<file path="src/hdl/scrp_pkg.sv">
`timescale 1ns / 1ps
`default_nettype none
// ----------------------------------------------------------------------------
// scrp_pkg
// Shared sizes, codes, entry types and pointer helpers for the ring pair.
// ----------------------------------------------------------------------------
package scrp_pkg;

  localparam int SUB_DEPTH  = 256;
  localparam int COMP_DEPTH = 512;

  localparam int SUB_PTR_W   = $clog2(2 * SUB_DEPTH);
  localparam int SUB_SLOT_W  = $clog2(SUB_DEPTH);
  localparam int SUB_CNT_W   = $clog2(SUB_DEPTH + 1);
  localparam int COMP_PTR_W  = $clog2(2 * COMP_DEPTH);
  localparam int COMP_SLOT_W = $clog2(COMP_DEPTH);
  localparam int COMP_CNT_W  = $clog2(COMP_DEPTH + 1);

  localparam int KIND_W  = 2;
  localparam int OP_W    = 8;
  localparam int LEN_W   = 32;
  localparam int TAG_W   = 64;
  localparam int CNT_W   = 9;
  localparam int RES_W   = 32;
  localparam int LIMIT_W = 9;
  localparam int LIM_CMP_W = (SUB_CNT_W > LIMIT_W) ? SUB_CNT_W : LIMIT_W;

  localparam logic [CNT_W-1:0]   DRAIN_MAX   = CNT_W'(256);
  localparam logic [LIMIT_W-1:0] LIMIT_RESET = LIMIT_W'(256);

  localparam int APB_ADDR_W = 3;
  localparam int APB_DATA_W = 32;
  localparam int REG_IDX_W  = APB_ADDR_W - 2;
  localparam logic [REG_IDX_W-1:0] REG_QUEUE_LIMIT = REG_IDX_W'(0);

  localparam logic [KIND_W-1:0] KIND_SUBMIT = 2'd0;
  localparam logic [KIND_W-1:0] KIND_ENTER  = 2'd1;
  localparam logic [KIND_W-1:0] KIND_PEEK   = 2'd2;
  localparam logic [KIND_W-1:0] KIND_SEEN   = 2'd3;

  localparam logic [OP_W-1:0] OP_READV       = 8'd1;
  localparam logic [OP_W-1:0] OP_WRITEV      = 8'd2;
  localparam logic [OP_W-1:0] OP_READ_FIXED  = 8'd4;
  localparam logic [OP_W-1:0] OP_WRITE_FIXED = 8'd5;
  localparam logic [OP_W-1:0] OP_POLL_ADD    = 8'd6;
  localparam logic [OP_W-1:0] OP_SENDMSG     = 8'd9;
  localparam logic [OP_W-1:0] OP_RECVMSG     = 8'd10;
  localparam logic [OP_W-1:0] OP_TIMEOUT     = 8'd11;
  localparam logic [OP_W-1:0] OP_ACCEPT      = 8'd13;
  localparam logic [OP_W-1:0] OP_OPENAT      = 8'd18;
  localparam logic [OP_W-1:0] OP_READ        = 8'd22;
  localparam logic [OP_W-1:0] OP_WRITE       = 8'd23;
  localparam logic [OP_W-1:0] OP_SEND        = 8'd26;
  localparam logic [OP_W-1:0] OP_RECV        = 8'd27;
  localparam logic [OP_W-1:0] OP_OPENAT2     = 8'd28;

  localparam logic [RES_W-1:0] RES_ACCEPT  = 32'd5;
  localparam logic [RES_W-1:0] RES_POLL    = 32'h0000_0001;
  localparam logic [RES_W-1:0] RES_TIMEOUT = 32'hFFFF_FFC2;
  localparam logic [RES_W-1:0] RES_OPEN    = 32'd6;

  localparam logic [SUB_PTR_W:0]  SUB_SPAN  = (SUB_PTR_W + 1)'(2 * SUB_DEPTH);
  localparam logic [COMP_PTR_W:0] COMP_SPAN = (COMP_PTR_W + 1)'(2 * COMP_DEPTH);

  typedef enum logic [1:0] {
    ST_IDLE,
    ST_PEEK,
    ST_DRAIN
  } state_t;

  typedef struct packed {
    logic [OP_W-1:0]  op_code;
    logic [LEN_W-1:0] byte_length;
    logic [TAG_W-1:0] tag;
  } sub_entry_t;

  typedef struct packed {
    logic [TAG_W-1:0] tag;
    logic [RES_W-1:0] result;
  } comp_entry_t;

  localparam int SUB_ENTRY_W  = $bits(sub_entry_t);
  localparam int COMP_ENTRY_W = $bits(comp_entry_t);

  typedef struct packed {
    logic                  we;
    logic [SUB_SLOT_W-1:0] waddr;
    sub_entry_t            wdata;
    logic                  re;
    logic [SUB_SLOT_W-1:0] raddr;
  } sub_ram_req_t;

  typedef struct packed {
    logic                   we;
    logic [COMP_SLOT_W-1:0] waddr;
    comp_entry_t            wdata;
    logic                   re;
    logic [COMP_SLOT_W-1:0] raddr;
  } comp_ram_req_t;

  typedef struct packed {
    logic                    accepted;
    logic [CNT_W-1:0]        drained;
    logic                    cqe_valid;
    logic [TAG_W-1:0]        cqe_tag;
    logic signed [RES_W-1:0] cqe_result;
  } rsp_t;

  function automatic logic [SUB_PTR_W-1:0] sub_next(input logic [SUB_PTR_W-1:0] p);
    return (p == SUB_PTR_W'(2 * SUB_DEPTH - 1)) ? '0 : p + 1'b1;
  endfunction

  function automatic logic [SUB_SLOT_W-1:0] sub_slot(input logic [SUB_PTR_W-1:0] p);
    logic [SUB_PTR_W-1:0] s;
    s = (p >= SUB_PTR_W'(SUB_DEPTH)) ? p - SUB_PTR_W'(SUB_DEPTH) : p;
    return s[SUB_SLOT_W-1:0];
  endfunction

  function automatic logic [SUB_CNT_W-1:0] sub_used(input logic [SUB_PTR_W-1:0] h,
                                                    input logic [SUB_PTR_W-1:0] t);
    logic [SUB_PTR_W:0] d;
    d = (t >= h) ? ({1'b0, t} - {1'b0, h}) : ({1'b0, t} + SUB_SPAN - {1'b0, h});
    return d[SUB_CNT_W-1:0];
  endfunction

  function automatic logic [COMP_PTR_W-1:0] comp_next(input logic [COMP_PTR_W-1:0] p);
    return (p == COMP_PTR_W'(2 * COMP_DEPTH - 1)) ? '0 : p + 1'b1;
  endfunction

  function automatic logic [COMP_SLOT_W-1:0] comp_slot(input logic [COMP_PTR_W-1:0] p);
    logic [COMP_PTR_W-1:0] s;
    s = (p >= COMP_PTR_W'(COMP_DEPTH)) ? p - COMP_PTR_W'(COMP_DEPTH) : p;
    return s[COMP_SLOT_W-1:0];
  endfunction

  function automatic logic [COMP_CNT_W-1:0] comp_used(input logic [COMP_PTR_W-1:0] h,
                                                      input logic [COMP_PTR_W-1:0] t);
    logic [COMP_PTR_W:0] d;
    d = (t >= h) ? ({1'b0, t} - {1'b0, h}) : ({1'b0, t} + COMP_SPAN - {1'b0, h});
    return d[COMP_CNT_W-1:0];
  endfunction

  function automatic logic [RES_W-1:0] result_for(input logic [OP_W-1:0]  op,
                                                  input logic [LEN_W-1:0] len);
    logic [RES_W-1:0] r;
    unique case (op)
      OP_READV, OP_WRITEV, OP_READ_FIXED, OP_WRITE_FIXED, OP_SENDMSG, OP_RECVMSG,
      OP_READ, OP_WRITE, OP_SEND, OP_RECV: r = len;
      OP_ACCEPT:             r = RES_ACCEPT;
      OP_POLL_ADD:           r = RES_POLL;
      OP_TIMEOUT:            r = RES_TIMEOUT;
      OP_OPENAT, OP_OPENAT2: r = RES_OPEN;
      default:               r = '0;
    endcase
    return r;
  endfunction

endpackage
`default_nettype wire

</file>
<file path="src/hdl/scrp_if.sv">
`timescale 1ns / 1ps
`default_nettype none
// ----------------------------------------------------------------------------
// scrp_if
// Request and response channels of the ring pair, valid/ready handshake.
// ----------------------------------------------------------------------------
interface scrp_req_if import scrp_pkg::*; ();
  logic              valid;
  logic              ready;
  logic [KIND_W-1:0] kind;
  logic [OP_W-1:0]   op_code;
  logic [LEN_W-1:0]  byte_length;
  logic [TAG_W-1:0]  tag;
  logic [CNT_W-1:0]  drain_count;

  modport source (output valid, kind, op_code, byte_length, tag, drain_count,
                  input ready);
  modport sink   (input valid, kind, op_code, byte_length, tag, drain_count,
                  output ready);
endinterface

interface scrp_rsp_if import scrp_pkg::*; ();
  logic                    valid;
  logic                    ready;
  logic                    accepted;
  logic [CNT_W-1:0]        drained;
  logic                    cqe_valid;
  logic [TAG_W-1:0]        cqe_tag;
  logic signed [RES_W-1:0] cqe_result;

  modport source (output valid, accepted, drained, cqe_valid, cqe_tag, cqe_result,
                  input ready);
  modport sink   (input valid, accepted, drained, cqe_valid, cqe_tag, cqe_result,
                  output ready);
endinterface
`default_nettype wire

</file>
<file path="src/hdl/scrp_ctrl.sv">
`timescale 1ns / 1ps
`default_nettype none
// ----------------------------------------------------------------------------
// scrp_ctrl
// Ring pointers, sequencer and response register; drives both ring RAMs.
// ----------------------------------------------------------------------------
module scrp_ctrl import scrp_pkg::*; (
  input  wire logic               clk,
  input  wire logic               rst,
  scrp_req_if.sink                req,
  scrp_rsp_if.source              rsp,
  input  wire logic [LIMIT_W-1:0] queue_limit,
  output      sub_ram_req_t       sub_ram,
  input  wire sub_entry_t         sub_rd,
  output      comp_ram_req_t      comp_ram,
  input  wire comp_entry_t        comp_rd
);

  state_t                 state, state_next;
  logic [SUB_PTR_W-1:0]   sub_head, sub_head_next;
  logic [SUB_PTR_W-1:0]   sub_tail, sub_tail_next;
  logic [COMP_PTR_W-1:0]  comp_head, comp_head_next;
  logic [COMP_PTR_W-1:0]  comp_tail, comp_tail_next;
  logic [CNT_W-1:0]       want, want_next;
  logic [CNT_W-1:0]       count, count_next;
  logic                   pending, pending_next;
  logic [COMP_SLOT_W-1:0] wr_slot, wr_slot_next;
  logic                   rsp_valid, rsp_valid_next;
  rsp_t                   rsp_data, rsp_data_next;

  logic                 out_free;
  logic                 accept;
  logic                 rsp_load;
  logic [LIM_CMP_W-1:0] limit_eff;
  logic                 can_submit;
  logic                 comp_empty;
  logic                 comp_full;
  logic                 can_issue;

  assign out_free  = !rsp_valid || rsp.ready;
  assign req.ready = (state == ST_IDLE) && out_free;
  assign accept    = req.valid && req.ready;

  assign limit_eff  = (LIM_CMP_W'(queue_limit) > LIM_CMP_W'(SUB_DEPTH)) ?
                      LIM_CMP_W'(SUB_DEPTH) : LIM_CMP_W'(queue_limit);
  assign can_submit = LIM_CMP_W'(sub_used(sub_head, sub_tail)) < limit_eff;
  assign comp_empty = (comp_head == comp_tail);
  assign comp_full  = (comp_used(comp_head, comp_tail) == COMP_CNT_W'(COMP_DEPTH));
  assign can_issue  = (count < want) && (sub_head != sub_tail) && !comp_full;

  always_comb begin
    state_next     = state;
    sub_head_next  = sub_head;
    sub_tail_next  = sub_tail;
    comp_head_next = comp_head;
    comp_tail_next = comp_tail;
    want_next      = want;
    count_next     = count;
    pending_next   = 1'b0;
    wr_slot_next   = wr_slot;
    rsp_load       = 1'b0;
    rsp_data_next  = '0;

    sub_ram.we            = 1'b0;
    sub_ram.waddr         = sub_slot(sub_tail);
    sub_ram.wdata.op_code = req.op_code;
    sub_ram.wdata.byte_length = req.byte_length;
    sub_ram.wdata.tag     = req.tag;
    sub_ram.re            = 1'b0;
    sub_ram.raddr         = sub_slot(sub_head);

    comp_ram.we           = pending;
    comp_ram.waddr        = wr_slot;
    comp_ram.wdata.tag    = sub_rd.tag;
    comp_ram.wdata.result = result_for(sub_rd.op_code, sub_rd.byte_length);
    comp_ram.re           = 1'b0;
    comp_ram.raddr        = comp_slot(comp_head);

    unique case (state)
      ST_IDLE: begin
        if (accept) begin
          unique case (req.kind)
            KIND_SUBMIT: begin
              sub_ram.we = can_submit;
              if (can_submit) begin
                sub_tail_next = sub_next(sub_tail);
              end
              rsp_load               = 1'b1;
              rsp_data_next.accepted = can_submit;
            end
            KIND_ENTER: begin
              want_next  = (req.drain_count > DRAIN_MAX) ? DRAIN_MAX : req.drain_count;
              count_next = '0;
              state_next = ST_DRAIN;
            end
            KIND_PEEK: begin
              if (comp_empty) begin
                rsp_load = 1'b1;
              end else begin
                comp_ram.re = 1'b1;
                state_next  = ST_PEEK;
              end
            end
            KIND_SEEN: begin
              if (!comp_empty) begin
                comp_head_next = comp_next(comp_head);
              end
              rsp_load = 1'b1;
            end
          endcase
        end
      end
      ST_PEEK: begin
        rsp_load                 = 1'b1;
        rsp_data_next.cqe_valid  = 1'b1;
        rsp_data_next.cqe_tag    = comp_rd.tag;
        rsp_data_next.cqe_result = comp_rd.result;
        state_next               = ST_IDLE;
      end
      ST_DRAIN: begin
        if (can_issue) begin
          sub_ram.re     = 1'b1;
          sub_head_next  = sub_next(sub_head);
          comp_tail_next = comp_next(comp_tail);
          wr_slot_next   = comp_slot(comp_tail);
          count_next     = count + 1'b1;
          pending_next   = 1'b1;
        end else begin
          rsp_load              = 1'b1;
          rsp_data_next.drained = count;
          state_next            = ST_IDLE;
        end
      end
      default: begin
        state_next = ST_IDLE;
      end
    endcase

    rsp_valid_next = rsp_load ? 1'b1 : (rsp.ready ? 1'b0 : rsp_valid);
  end

  always_ff @(posedge clk) begin
    if (rst) begin
      state     <= ST_IDLE;
      sub_head  <= '0;
      sub_tail  <= '0;
      comp_head <= '0;
      comp_tail <= '0;
      pending   <= 1'b0;
      rsp_valid <= 1'b0;
    end else begin
      state     <= state_next;
      sub_head  <= sub_head_next;
      sub_tail  <= sub_tail_next;
      comp_head <= comp_head_next;
      comp_tail <= comp_tail_next;
      pending   <= pending_next;
      rsp_valid <= rsp_valid_next;
    end
  end

  always_ff @(posedge clk) begin
    want    <= want_next;
    count   <= count_next;
    wr_slot <= wr_slot_next;
    if (rsp_load) begin
      rsp_data <= rsp_data_next;
    end
  end

  assign rsp.valid      = rsp_valid;
  assign rsp.accepted   = rsp_data.accepted;
  assign rsp.drained    = rsp_data.drained;
  assign rsp.cqe_valid  = rsp_data.cqe_valid;
  assign rsp.cqe_tag    = rsp_data.cqe_tag;
  assign rsp.cqe_result = rsp_data.cqe_result;

endmodule
`default_nettype wire

</file>
<file path="src/flat_wrapper.sv">
// flat-port wrapper written by rule: the top's interface ports become plain ports
module scrp_ctrl_flat import scrp_pkg::*;
  (clk, rst, queue_limit, sub_ram, sub_rd, comp_ram, comp_rd, req_valid, req_kind, req_op_code, req_byte_length, req_tag, req_drain_count, req_ready, rsp_valid, rsp_accepted, rsp_drained, rsp_cqe_valid, rsp_cqe_tag, rsp_cqe_result, rsp_ready);
  scrp_req_if req_i ();
  scrp_rsp_if rsp_i ();
  input  wire logic clk;
  input  wire logic rst;
  input  wire logic [LIMIT_W-1:0] queue_limit;
  output      sub_ram_req_t sub_ram;
  input  wire sub_entry_t sub_rd;
  output      comp_ram_req_t comp_ram;
  input  wire comp_entry_t comp_rd;
  input wire logic [$bits(req_i.valid)-1:0] req_valid;
  input wire logic [$bits(req_i.kind)-1:0] req_kind;
  input wire logic [$bits(req_i.op_code)-1:0] req_op_code;
  input wire logic [$bits(req_i.byte_length)-1:0] req_byte_length;
  input wire logic [$bits(req_i.tag)-1:0] req_tag;
  input wire logic [$bits(req_i.drain_count)-1:0] req_drain_count;
  output wire logic [$bits(req_i.ready)-1:0] req_ready;
  output wire logic [$bits(rsp_i.valid)-1:0] rsp_valid;
  output wire logic [$bits(rsp_i.accepted)-1:0] rsp_accepted;
  output wire logic [$bits(rsp_i.drained)-1:0] rsp_drained;
  output wire logic [$bits(rsp_i.cqe_valid)-1:0] rsp_cqe_valid;
  output wire logic [$bits(rsp_i.cqe_tag)-1:0] rsp_cqe_tag;
  output wire logic [$bits(rsp_i.cqe_result)-1:0] rsp_cqe_result;
  input wire logic [$bits(rsp_i.ready)-1:0] rsp_ready;
  assign req_i.valid = req_valid;
  assign req_i.kind = req_kind;
  assign req_i.op_code = req_op_code;
  assign req_i.byte_length = req_byte_length;
  assign req_i.tag = req_tag;
  assign req_i.drain_count = req_drain_count;
  assign req_ready = req_i.ready;
  assign rsp_valid = rsp_i.valid;
  assign rsp_accepted = rsp_i.accepted;
  assign rsp_drained = rsp_i.drained;
  assign rsp_cqe_valid = rsp_i.cqe_valid;
  assign rsp_cqe_tag = rsp_i.cqe_tag;
  assign rsp_cqe_result = rsp_i.cqe_result;
  assign rsp_i.ready = rsp_ready;
  scrp_ctrl u_core (.clk(clk), .rst(rst), .req(req_i), .rsp(rsp_i), .queue_limit(queue_limit), .sub_ram(sub_ram), .sub_rd(sub_rd), .comp_ram(comp_ram), .comp_rd(comp_rd));
endmodule
</file>
<file path="config.mk">
export PLATFORM = sky130hd
export DESIGN_NAME = scrp_ctrl_flat
export DESIGN_NICKNAME = d
export VERILOG_FILES = /design/src/hdl/scrp_pkg.sv /design/src/hdl/scrp_if.sv /design/src/hdl/scrp_ctrl.sv /design/src/flat_wrapper.sv
export SDC_FILE = /design/constraint.sdc
export NUM_CORES = 1
export LEC_CHECK = 0
export BUFFER_PORTS_ARGS = -buffer_cell sky130_fd_sc_hd__buf_2
export CORE_AREA = 2 2 262 264
export CTS_BUF_LIST = sky130_fd_sc_hd__clkbuf_8
export CTS_CLUSTER_SIZE = 12
export DETAILED_ROUTE_END_ITERATION = 7
export DIE_AREA = 0 0 264 266
export PLACE_DENSITY = 0.33
export SYNTH_ARGS = -nofsm -noshare
export SYNTH_HDL_FRONTEND = slang
export SYNTH_SLANG_ARGS = --single-unit
</file>
<file path="constraint.sdc">
create_clock -name clk -period 5.9 [get_ports clk]
set_input_delay 0.295 -clock clk [delete_from_list [all_inputs] [get_ports clk]]
set_output_delay 0.295 -clock clk [all_outputs]
set_load 0.01 [all_outputs]
</file>
* Yosys cells after proc, flatten, opt, wreduce, memory -nomap -nowiden
Cells that the tools add are included.
Word-level totals: bits in writable memories 0, register bits 176, bits in latches 0, memories 0, memory bits (read-only) 0, output and inout bits 347
Cells by class: divide/modulo/power cells 0, equal/unequal tests 33, $lt $le $gt $ge 10, muxes and demuxes 38, shift operators 0, $add $sub $neg 15, reduce and logical (&&, ||, !) cells 21, bitwise logic cells 2, multiply operators 0
Operators with widths (number):
- one-hot mux 32 bit (5 select lines) | 1
- two-way mux 97 bit | 1
- two-way mux 9 bit | 9
- == test 8 x 5 -> 1 bit, second input constant | 6
- adder 9 x 1 -> 9 bit, second input constant | 4
- == test 8 x 4 -> 1 bit, second input constant | 4
- adder 10 x 1 -> 10 bit, second input constant | 3
- == test 10 bit, second input constant | 3
- two-way mux 10 bit | 3
- == test 8 x 3 -> 1 bit, second input constant | 3
- greater-or-equal comparator 10 bit, second input constant | 2
- subtractor 10 bit | 2
- == test 9 bit, second input constant | 2
- greater-or-equal comparator 9 bit, second input constant | 2
- greater-than comparator 9 bit, second input constant | 2
- < comparator 9 bit | 2
- one-hot mux 9 bit (2 select lines) | 1
- subtractor 9 x 1 -> 9 bit, second input constant | 2
- subtractor 9 bit | 2
- two-way mux 8 bit | 2
- AND reduction 4 bit | 4
- subtractor 8 x 1 -> 8 bit, second input constant | 2
- two-way mux 1 bit | 14
- == test 10 bit | 1
- 24 further kinds | 42

* Depth between registers and ports, before layout
depth after elaboration 9, depth in mapped cells 20, depth with buffers taken out 20

* Worst setup path before layout
Ideal clock, no wire load.
kind register to register, from reg u_core.comp_head[4], to reg u_core.rsp_data (netlist bit u_core.rsp.accepted), enable pin, path slack 0.772 ns, arrival time 4.659 ns, cell stages (with the launch flop) 13, path through dfxtp_1 -> inv_1 -> ha_1 -> buf_2 -> o211a_1 -> o31a_1 -> o211ai_1 -> a2111oi_0 -> a211oi_1 -> o31ai_1 -> clkbuf_1 -> nand2_1 -> nand2_1
Between the ends: word-level cells in the longest chain between the ends 7
RTL lines:
- start, declared | RTL line scrp_ctrl.sv:22 | logic [COMP_PTR_W-1:0] comp_head, comp_head_next;
- start signal, assigned | RTL line scrp_ctrl.sv:155 | comp_head <= comp_head_next;
- subtractor 10 bit / greater-or-equal comparator 10 bit (equally long branches) | RTL line scrp_pkg.sv:139 | d = (t >= h) ? ({1'b0, t} - {1'b0, h}) : ({1'b0, t} + COMP_SPAN - {1'b0, h});
- two-way mux 10 bit | RTL line scrp_pkg.sv:139
- == test 10 bit | RTL line scrp_ctrl.sv:48 | assign comp_full = (comp_used(comp_head, comp_tail) == COMP_CNT_W'(COMP_DEPTH));
- logical NOT 1 bit | RTL line scrp_ctrl.sv:49 | assign can_issue = (count < want) && (sub_head != sub_tail) && !comp_full;
- logical AND 1 bit | RTL line scrp_ctrl.sv:49
- two-way mux 1 bit | RTL line scrp_ctrl.sv:121 | if (can_issue) begin
- one-hot mux 1 bit (3 select lines) (*) | RTL line scrp_ctrl.sv:79 | unique case (state)
- via u_core.rsp_load | RTL line scrp_ctrl.sv:33 | logic rsp_load;
- end signal, assigned | RTL line scrp_ctrl.sv:167 | rsp_data <= rsp_data_next;
- end, declared | RTL line scrp_ctrl.sv:29 | rsp_t rsp_data, rsp_data_next;
The timed path passes the listed nets; every way through them passes the cells marked *. A chain may end at the register's enable or synchronous reset.

==> results by group <==
Worst setup path
  – Critical Path End Type: output port
  – WP data required: about 5.6 ns
  – CP max stage delay: 0.46 ns
  – CP Max Fanout: 7
  – Worst path most repeated cell: a21oi_1
  – CP Buf/Inv Count: 3
  – CP Launch Point: u_core.sub_head[1]
  – FF-to-FF End: u_core.sub_tail[4]
  – CP Cell Sequence: inv_1, ha_1, a21oi_1, o21ai_0, a21oi_1, o21bai_1, a21o_1, a21oi_1, xnor2_1, ha_1, and3_1, o211ai_1, o21ai_0, clkinv_1, buf_2
  – Slowest stage cell, crit path: clkinv_1
  – Reg2Reg Depth: 19
  – R2R Path Start: u_core.sub_head[1]
  – Crit Path Class: flop to output port
  – Crit start category: flop
  – Setup crit end: sub_ram[121]
  – Top delay family on crit path: compound AO/OA/AOI/OAI gates
  – WP data arrival: between 4 and 5 ns
  – Reg2reg setup slack: 1.77 ns
  – Crit. path cell count: 15

STA
  – Worst rel slew slack: 45.4%
  – Clock Skew: roughly 0.034 ns
  – Tcrit/Tclk final: 74.8%
  – Setup TNS Final: 0 ns
  – WHS: 0.0743 ns
  – Min setup slack post-route: roughly 1.5 ns
  – Max Slew Vio Count: 0
  – Unrepaired setup endpoints after global routing: no
  – Worst-margin pin slew: 0.820 ns
  – FMAX: 227 MHz
  – Number of hold violations in the final report: 0
  – Final setup vio count: 0
  – Tmin final: 4.41 ns

Clocking
  – CTS tree: done
  – Post-CTS Setup Inserts: 0
  – Hold-fix buffers, CTS: 91
  – Worst-path clk slew: 0.12 ns
  – CTS sink count: 176
  – H-tree Lvls: 4
  – Post_cts resized: 0
  – Clock root buffer: clkbuf_8
  – Insertion delay to the later sink of the worst-skew pair: 0.54 ns
  – TritonCTS Buffers: 17
  – Clk buf depth: 2

Cells and area
  – Non-Filler Instances: approximately 2100
  – Share of layout cells above drive strength 1: 32.2%
  – Multi-input gate area in the final layout: 0.00363 mm²
  – Synth-to-Final Area Change: 25.6%
  – Final nets: 1586
  – Fillers: 7560
  – Register area: 0.00486 mm²
  – Final instance area: 0.0129 mm²

Route
  – Post-DR wirelength/cell: 22.1 µm
  – ANT nets after route: 0
  – Wirelength, routed: ~47000 µm
  – TritonRoute pass-1 iters: 4
  – Vias after detailed routing: a little under 8000
  – DRC: 0
  – DR vias/cell: 3.70
  – DRT iter0 DRCs: 357

Floorplan
  – Die width: roughly 260 µm
  – Row Count: 96
  – I/O pins: 675
  – Core ar.: 0.0677 mm²
  – Die H: 266 µm
  – Die ar.: between 0.07 and 0.08 mm²
  – Initial core utilization: 15.1%

Min path
  – Hold/Removal Path Class: primary input to flop

Synthesis
  – Synthesized area: about 0.010 mm²
  – Synth Warn #: 0
  – Number of synthesized flops with an enable pin: between 100 and 150
  – Leading area contributor after synthesis: edfxtp_1
  – Post-Synthesis Cells: 983
  – Distinct cells, synth: 63
  – Syn avg cell area: between 10 and 15 µm²
  – Seq/Total Area, Yosys: 47.5%
  – Async SR Flop Fraction: 0%
  – #FFs+latches synth: between 150 and 200
  – Top cells by count, synth: 197 x buf_4, 134 x edfxtp_1, 105 x and2_1, 47 x nor2_1, 44 x ha_1
  – Post-synth top flop: edfxtp_1
  – Most instantiated library cell after synthesis: buf_4
  – Yosys top cell area share: 39.3%
  – Area contributors post-synth: edfxtp_1 39%, buf_4 14%, dfxtp_1 8.2%, and2_1 6.4%, ha_1 5.4%
  – Post-Syn Nets: 1357

Global route
  – Number of global-route vias before repair: 8002
  – Total track usage: 13.0%
  – Congestion Overflow GR: 0
  – Largest net degree at the start of global routing: 99
  – Initial antenna violation count: 5
  – First-pass GRT wire length: ~63000 µm

Place
  – Gp weighted congestion: 0.841
  – DP Cell Count: 1984
  – Dpl ws: about 1.5 ns
  – I/O Buffers: about 340
  – DP Area: 0.0115 mm²
  – DPL Wire Length: around 38000 µm

Power and ir drop
  – VDD IR-drop max: about 130 µV
  – Power Density: 218 mW/mm²
  – P_leak: 5.57 nW

Run status
  – Status: finished, final reports clean

Job
  – Maxcap violations: 0
==> stage by stage <==
step / utilization, % / power [mW]
2_1_floorplan: - / 1.78
3_3_place_gp: 17.0 / 1.88
3_5_place_dp: 17.0 / 1.87
4_1_cts: 19.0 / 2.89
5_1_grt: 19.0 / 2.95
6_report: 19.0 / 2.80
==> logic make-up after synthesis <==
group,share of synthesized area (%)
flops,47.5
compound gates,8.38
simple gates,17.5
fa+ha+maj,5.77
xor+xnor,2.72
mux,0.782
buf+inv,17.4
==> cell usage in the layout, fill, tap and decap left out, drive strengths merged, types with 20 or more instances in the layout <==
cell | Yosys | routed
a21o | 31 | 31
a21oi | 40 | 40
and2 | 105 | 105
and3 | 20 | 20
buf | 203 | 349
dfxtp | 42 | 42
dlygate4sd3 | 0 | 91
edfxtp | 134 | 134
ha | 44 | 44
inv | 41 | 49
nand2 | 43 | 43
nand3 | 21 | 21
nor2 | 48 | 48
o21ai | 26 | 26
==> layout make-up <==
cell class	instances	area share, %
Sequential cell	176	37.8
Multi-Input combinational cell	534	28.2
Timing Repair Buffer	440	21.0
Tap cell	882	8.58
Clock buffer	17	1.82
Clock inverter	15	1.30
Inverter	43	1.25
Antenna cell	1	0.0195
==> per-layer routing <==
metal / up-vias / wire length (µm) / GRT usage (%)
met5: - / 5 / 0
met4: 2 / 1200 / 5.19
met3: 71 / 6650 / 8.50
met2: 513 / 22000 / 21.7
met1: 3563 / 16600 / 12.8
li1: 3644 / - / -
==> worst min path at each step <==
stage	startpoint	to	slack [ns]	depth (start not counted)
final	comp_rd[92]	u_core.rsp.cqe_tag[60]	0.07	2
after global placement	u_core.sub_head[1]	u_core.sub_head[1]	0.50	2
after global routing	comp_rd[92]	u_core.rsp.cqe_tag[60]	0.02	2
after CTS	req_drain_count[5]	u_core.want[5]	0.001	2
after floorplan	req_drain_count[8]	u_core.want[8]	0.46	1
after detailed placement	u_core.sub_head[1]	u_core.sub_head[1]	0.52	2
==> where the power goes <==
group	internal, mW	switching (mW)
clock	0.355	0.565
sequential	1.44	0.0272
combinational	0.173	0.239
total	1.97	0.831
==> state kept, by name (all words and copies together) (netlist names), 10 cells and up <==
| register | cells |
|---|---|
| u_core.comp_head | 10 |
| u_core.rsp.cqe_result | 32 |
| u_core.comp_tail | 10 |
| u_core.rsp.cqe_tag | 64 |
Note: power is estimated with default switching activity, not from simulation.
